==> src/rtl/ffha_pkg.sv <==
// ----------------------------------------------------------------------------
// ffha_pkg
// shared types, constants and codes of the first-fit heap allocator
// ----------------------------------------------------------------------------
package ffha_pkg;

   localparam int HEAP_BYTES_DEF   = 4194304;
   localparam int HEADER_BYTES_DEF = 16;
   localparam int ALIGN_BYTES_DEF  = 8;
   localparam int MAX_BLOCKS_DEF   = 64;

   localparam int AW = 22;
   localparam int SW = 23;

   localparam logic [1:0] ST_OK      = 2'd0;
   localparam logic [1:0] ST_NOMEM   = 2'd1;
   localparam logic [1:0] ST_BADADDR = 2'd2;

   typedef struct packed {
      logic [AW-1:0] start;
      logic [SW-1:0] size;
      logic          free;
   } entry_type;

   typedef enum logic [4:0] {
      OP_NOP,
      OP_LOAD,
      OP_ROUND,
      OP_SCAN_READ,
      OP_STEP,
      OP_HIT,
      OP_INS_READ,
      OP_INS_WRITE,
      OP_INS_NEW,
      OP_WR_ALLOC,
      OP_NEXT_READ,
      OP_NEXT_LATCH,
      OP_MERGE,
      OP_REM_READ,
      OP_REM_WRITE,
      OP_REM_DONE,
      OP_FAIL,
      OP_POST
   } op_type;

   typedef enum logic [4:0] {
      S_IDLE,
      S_DISPATCH,
      S_ROUND,
      S_PREP,
      S_SCAN_RD,
      S_SCAN_CHK,
      S_INS_RD,
      S_INS_WR,
      S_INS_NEW,
      S_WR_ALLOC,
      S_NEXT_RD,
      S_NEXT_LATCH,
      S_MERGE,
      S_REM_RD,
      S_REM_WR,
      S_FAIL,
      S_FIN
   } state_type;

   typedef struct packed {
      op_type op;
   } cmd_type;

   typedef struct packed {
      logic is_free;
      logic zero;
      logic hit;
      logic last;
      logic split;
      logic ins_done;
      logic rem_done;
      logic rsp_busy;
   } stat_type;

endpackage

==> src/rtl/ffha_ctrl.sv <==
// ----------------------------------------------------------------------------
// ffha_ctrl
// sequencer: rounding, table walk, insert and remove sweeps, result handoff
// ----------------------------------------------------------------------------
module ffha_ctrl (
   input  logic             clock,
   input  logic             reset,
   input  logic             req_valid,
   output logic             req_ready,
   input  ffha_pkg::stat_type stat,
   output ffha_pkg::cmd_type  cmd
);

   ffha_pkg::state_type state_ff, state_in;

   always_ff @(posedge clock) begin
      if (reset) begin
         state_ff <= ffha_pkg::S_IDLE;
      end else begin
         state_ff <= state_in;
      end
   end

   always_comb begin
      state_in = state_ff;
      unique case (state_ff)
         ffha_pkg::S_IDLE:       if (req_valid) state_in = ffha_pkg::S_DISPATCH;
         ffha_pkg::S_DISPATCH: begin
            priority if (stat.is_free) state_in = ffha_pkg::S_SCAN_RD;
            else if (stat.zero)        state_in = ffha_pkg::S_FAIL;
            else                       state_in = ffha_pkg::S_ROUND;
         end
         ffha_pkg::S_ROUND:      state_in = ffha_pkg::S_PREP;
         ffha_pkg::S_PREP:       state_in = ffha_pkg::S_SCAN_RD;
         ffha_pkg::S_SCAN_RD:    state_in = ffha_pkg::S_SCAN_CHK;
         ffha_pkg::S_SCAN_CHK: begin
            priority if (stat.hit && stat.is_free)
               state_in = stat.last ? ffha_pkg::S_MERGE : ffha_pkg::S_NEXT_RD;
            else if (stat.hit)
               state_in = stat.split ? ffha_pkg::S_INS_RD : ffha_pkg::S_WR_ALLOC;
            else
               state_in = stat.last ? ffha_pkg::S_FAIL : ffha_pkg::S_SCAN_RD;
         end
         ffha_pkg::S_INS_RD:
            state_in = stat.ins_done ? ffha_pkg::S_INS_NEW : ffha_pkg::S_INS_WR;
         ffha_pkg::S_INS_WR:     state_in = ffha_pkg::S_INS_RD;
         ffha_pkg::S_INS_NEW:    state_in = ffha_pkg::S_WR_ALLOC;
         ffha_pkg::S_WR_ALLOC:   state_in = ffha_pkg::S_FIN;
         ffha_pkg::S_NEXT_RD:    state_in = ffha_pkg::S_NEXT_LATCH;
         ffha_pkg::S_NEXT_LATCH: state_in = ffha_pkg::S_MERGE;
         ffha_pkg::S_MERGE:      state_in = ffha_pkg::S_REM_RD;
         ffha_pkg::S_REM_RD:
            state_in = stat.rem_done ? ffha_pkg::S_FIN : ffha_pkg::S_REM_WR;
         ffha_pkg::S_REM_WR:     state_in = ffha_pkg::S_REM_RD;
         ffha_pkg::S_FAIL:       state_in = ffha_pkg::S_FIN;
         ffha_pkg::S_FIN:        if (!stat.rsp_busy) state_in = ffha_pkg::S_IDLE;
         default:                state_in = ffha_pkg::S_IDLE;
      endcase
   end

   always_comb begin
      req_ready = 1'b0;
      cmd.op    = ffha_pkg::OP_NOP;
      unique case (state_ff)
         ffha_pkg::S_IDLE: begin
            req_ready = 1'b1;
            if (req_valid) cmd.op = ffha_pkg::OP_LOAD;
         end
         ffha_pkg::S_ROUND:      cmd.op = ffha_pkg::OP_ROUND;
         ffha_pkg::S_SCAN_RD:    cmd.op = ffha_pkg::OP_SCAN_READ;
         ffha_pkg::S_SCAN_CHK:   cmd.op = stat.hit ? ffha_pkg::OP_HIT : ffha_pkg::OP_STEP;
         ffha_pkg::S_INS_RD:
            cmd.op = stat.ins_done ? ffha_pkg::OP_NOP : ffha_pkg::OP_INS_READ;
         ffha_pkg::S_INS_WR:     cmd.op = ffha_pkg::OP_INS_WRITE;
         ffha_pkg::S_INS_NEW:    cmd.op = ffha_pkg::OP_INS_NEW;
         ffha_pkg::S_WR_ALLOC:   cmd.op = ffha_pkg::OP_WR_ALLOC;
         ffha_pkg::S_NEXT_RD:    cmd.op = ffha_pkg::OP_NEXT_READ;
         ffha_pkg::S_NEXT_LATCH: cmd.op = ffha_pkg::OP_NEXT_LATCH;
         ffha_pkg::S_MERGE:      cmd.op = ffha_pkg::OP_MERGE;
         ffha_pkg::S_REM_RD:
            cmd.op = stat.rem_done ? ffha_pkg::OP_REM_DONE : ffha_pkg::OP_REM_READ;
         ffha_pkg::S_REM_WR:     cmd.op = ffha_pkg::OP_REM_WRITE;
         ffha_pkg::S_FAIL:       cmd.op = ffha_pkg::OP_FAIL;
         ffha_pkg::S_FIN:        if (!stat.rsp_busy) cmd.op = ffha_pkg::OP_POST;
         default:                cmd.op = ffha_pkg::OP_NOP;
      endcase
   end

endmodule

==> config.mk <==
export PLATFORM = sky130hd
export DESIGN_NAME = ffha_ctrl
export DESIGN_NICKNAME = d
export VERILOG_FILES = /design/src/rtl/ffha_pkg.sv /design/src/rtl/ffha_ctrl.sv
export SDC_FILE = /design/constraint.sdc
export NUM_CORES = 1
export LEC_CHECK = 0
export ABC_AREA = 1
export BUFFER_PORTS_ARGS = -buffer_cell sky130_fd_sc_hd__buf_2
export CAP_MARGIN = 20
export CORE_MARGIN = 4
export CORE_UTILIZATION = 38
export CTS_CLUSTER_DIAMETER = 50
export DETAILED_ROUTE_END_ITERATION = 16
export PLACE_DENSITY = 0.72
export SYNTH_ARGS = -nofsm -noshare
export SYNTH_HDL_FRONTEND = slang
export SYNTH_SLANG_ARGS = --single-unit
export TNS_END_PERCENT = 50
==> constraint.sdc <==
create_clock -name clock -period 1.4 [get_ports clock]
set_input_delay 0.35 -clock clock [delete_from_list [all_inputs] [get_ports clock]]
set_output_delay 0.35 -clock clock [all_outputs]
set_load 0.02 [all_outputs]
# ---- Word level (Yosys, flattened, before mapping)
# Index checks and enable logic that the tools add are counted.
dict set report op_classes {
  n_eq_ne 18
  n_mux 19
  reduce_logical 5
}
# cell n
set ops {}
lappend ops {{one-hot mux 5 bit (15 select lines)} 2}
lappend ops {{equality test 5 x 4 -> 1 bit, second input constant} 8}
lappend ops {{2-to-1 mux 4 bit} 7}
lappend ops {{equality test 5 x 3 -> 1 bit, second input constant} 4}
lappend ops {{2-to-1 mux 5 bit} 4}
lappend ops {{equality test 5 x 2 -> 1 bit, second input constant} 2}
lappend ops {{2-to-1 mux 3 bit} 2}
lappend ops {{equality test 5 x 1 -> 1 bit, second input constant} 1}
lappend ops {{equality test 5 bit, second input constant} 1}
lappend ops {{logical NOT 5 bit} 1}
lappend ops {{inequality test 2 bit, second input constant} 2}
lappend ops {{OR reduction 2 bit} 2}
lappend ops {{2-to-1 mux 1 bit} 3}
lappend ops {{2-to-1 mux 2 bit} 1}
lappend ops {{AND reduction 2 bit} 1}
lappend ops {{logical AND 1 bit} 1}
dict set report totals {
  register_bits 5
  inputBits 11
  out_inout_bits 6
  wordCells 43
}

# ---- Longest topological paths before layout
dict set report logic_depth {
  ltp_word 4
  mapped_depth 9
}

# ---- Worst setup path after synthesis
# OpenSTA, ideal clock, no wires.
dict set report synth_timing {
  kind {register to output}
  start {register state_ff[1]}
  end {output port cmd[0] in the netlist's numbering}
  t_arrival_ps 1182
  t_required_ps 1050
  setup_slack_ps -132
  path_stages_with_launch 9
  path_cell_list {dfxtp_1 buf_6 nor2_2 nand3_1 inv_1 nand2_1 nand2_1 nor2_1 nand4_1}
}
# element line
set synth_lines {}
lappend synth_lines {{start, declared} ffha_ctrl.sv:14} ;# ffha_pkg::state_type state_ff, state_in;
lappend synth_lines {{start signal, assigned} ffha_ctrl.sv:18} ;# state_ff <= ffha_pkg::S_IDLE;
lappend synth_lines {{start signal, assigned} ffha_ctrl.sv:20} ;# state_ff <= state_in;
lappend synth_lines {{end, declared} ffha_ctrl.sv:11} ;# output ffha_pkg::cmd_type cmd

==> results_dict.tcl <==
set metrics [dict create \
    rsz0062_at_grt "true" \
    postCtsHoldBufs 0 \
    vdd.ir_drop.worst_mv 0.8898 \
    synthXorXnorAreaFrac_pct 0 \
    regMostFlops "state_ff" \
    synth_fa_ha_area_share_pct 0 \
    die_h_um 50.01 \
    worstPathRequired_ns 1.05 \
    worstPathArrival_ns 1.35 \
    status "finished with violations" \
    crit_type "reg2out" \
    timing.hold.ws_ns 0.3211 \
    largest_reg_flops 5 \
    ff2ff_path_depth 11 \
    antenna_left 0 \
    cts_root_buffer "clkbuf_4" \
    clkTransAtPathRegs_ns 0.05 \
    cap_viol_max_count 0 \
    syn_nets 129 \
    ys_ff_latch 5 \
    tns_ns -1.383 \
    antenna_found_initial 0 \
    cts-buffers-inserted 3 \
    p_per_area_nw_per_um2 1806 \
    h-tree-depth 1 \
    cts_tree "done" \
    gr-total-overflow 0 \
    worstHoldPathCells 2 \
    drt_wl_total_mm 2.170 \
    yosysSeqAreaShare_pct 14.93 \
    fin_cells 184 \
    whs_endpoint "state_ff[2]" \
    ys.flop_type "dfxtp_1" \
    slew_violations 0 \
    gp_congestion 0.9166 \
    nets 172 \
    ff2ff_setup_slack_ns 0.01 \
    synth-edff-count 0 \
    pre_cts_slack_ns -0.1153 \
    path_max_fanout 4 \
    violations "setup timing" \
    dpl-instance-area_um2 918.4 \
    synth.distinct_cells 21 \
    p_total_mw 1.864 \
    cp-start-kind "register" \
    fin_crit_sh_pct 121.4 \
    dp_hpwl_mm 1.724 \
    worstSkewPairLatency_ns 0.25 \
    crit_path_end_kind "output port" \
    viasPerCell 4.929 \
    grt_pass1_vias 883 \
    area_growth_pct 53.92 \
    max_freq_ghz 0.5883 \
    syn_inst 118 \
    skew_ns 0.006802 \
    final_util_pct 64.76 \
    worstMarginPinSlew_ns 0.2010 \
    die_x_um 50.01 \
    die-area_um2 2501 \
    grtUsageTotal_pct 18.73 \
    final_layout_size_suffix_gt1_share_pct 48.75 \
    grt_pass1_wl_mm 3.657 \
    relSlewSlack_pct 86.57 \
    final_hold_viol_count 0 \
    p_leak_nw 0.6032 \
    fin_crit_ns 1.700 \
    dr_total_vias 907 \
    avgSynthCellArea_um2 5.683 \
    r2r_end "state_ff[0]" \
    grt_max_degree 8 \
    io_buffers 16 \
    cts_buffer_depth 2 \
    io_pins 17 \
    ys.warnings.count 0 \
    netlist_area_um2 670.6 \
    ys_async_sr_fraction_pct 0 \
    top_regs "state_ff (5)" \
    numPlacedInstances 175 \
    first_pass_iters 4 \
    setup_viol 6 \
    clock-sinks 5 \
    design_area_um2 1032 \
    final_cell_mix "36 x nand2_1, 24 x buf_4, 11 x inv_1, 11 x nor2_1, 11 x buf_2" \
    wl_per_cell_um 11.79 \
    drc 0 \
    reg2reg_from "state_ff[4]" \
    synth_top_family_by_area "simple AND/OR/NAND/NOR gates" \
    fin_ws_ns -0.2999 \
    antenna_cells 0 \
    start_util_pct 42.07 \
    rows 14 \
    hp-class "in2reg" \
    synth.area.mux_share_pct 0 \
    final_common_cell "nand2_1" \
    min_from "reset" \
    synth_compound_area_share_pct 4.851 \
    drt_iter0_drc 22 \
    synth-simple-area-share_pct 67.91 \
    design.core.area_um2 1594 \
]
## synthesized netlist by cell type, types with 2 or more instances
| master | number | area share, % |
|---|---|---|
| inv_1 | 12 | 6.7 |
| nand2_2 | 2 | 1.9 |
| inv_2 | 7 | 3.9 |
| nand3_1 | 11 | 8.2 |
| nor2_4 | 5 | 8.4 |
| o21ai_1 | 2 | 1.5 |
| dfxtp_1 | 5 | 15 |
| nor2_1 | 12 | 6.7 |
| a21oi_1 | 2 | 1.5 |
| nor2_2 | 6 | 5.6 |
| nand2_1 | 37 | 21 |
| nand4_1 | 6 | 5.6 |
| nand3_2 | 3 | 4.5 |
## repair_timing
action | CTS | global route
endpoints found under the setup margin | 6 | 10
resized for setup | 9 | 9
pin swaps | 3 | 5
gates cloned | 0 | 0
buffers inserted | 2 | 3
## routing by layer
metal	wire length [µm]	track usage, %
met3	121	4.217
met2	1095	31.30
met1	914	21.21
met4	40	11.52
met5	0	0
## cells by family (layout without fill, tap and decap cells)
kind of cell	after synthesis	in the layout
simple gates	87	87
buf+inv	20	62
compound gates	6	6
flops	5	5
## worst max-delay path by stage
stage / start / endpoint / cells past startpoint
2_1_floorplan: state_ff[1] / cmd[0] / 8
3_3_place_gp: state_ff[2] / cmd[2] / 7
5_1_grt: state_ff[1] / cmd[0] / 9
4_1_cts: state_ff[1] / cmd[0] / 9
6_report: state_ff[1] / cmd[0] / 9
3_5_place_dp: state_ff[2] / cmd[1] / 7
## cell type report
type	instances	area (µm²)
Clock buffer	4	26.28
Fill cell	142	561.8
Inverter	19	73.82
Multi-Input combinational cell	93	508.0
Sequential cell	5	113.9
Tap cell	24	30.03
Timing Repair Buffer	39	280.3
## power by group
| part | internal (mW) | switching (mW) | leakage (nW) |
|---|---|---|---|
| combinational | 0.662 | 0.750 | 0.544 |
| clock | 0.108 | 0.0648 | 0.0150 |
| sequential | 0.203 | 0.0762 | 0.0439 |
| total | 0.973 | 0.891 | 0.603 |
## critical path: stages, from the launching register on
cell	delay, ns
dfxtp_2	0.32
buf_6	0.11
nor2_4	0.14
nand3_2	0.11
inv_2	0.07
nand2_1	0.05
nand2_1	0.05
nor2_1	0.04
nand4_1	0.07
buf_4	0.14
Power figures use the tool's default switching activity.
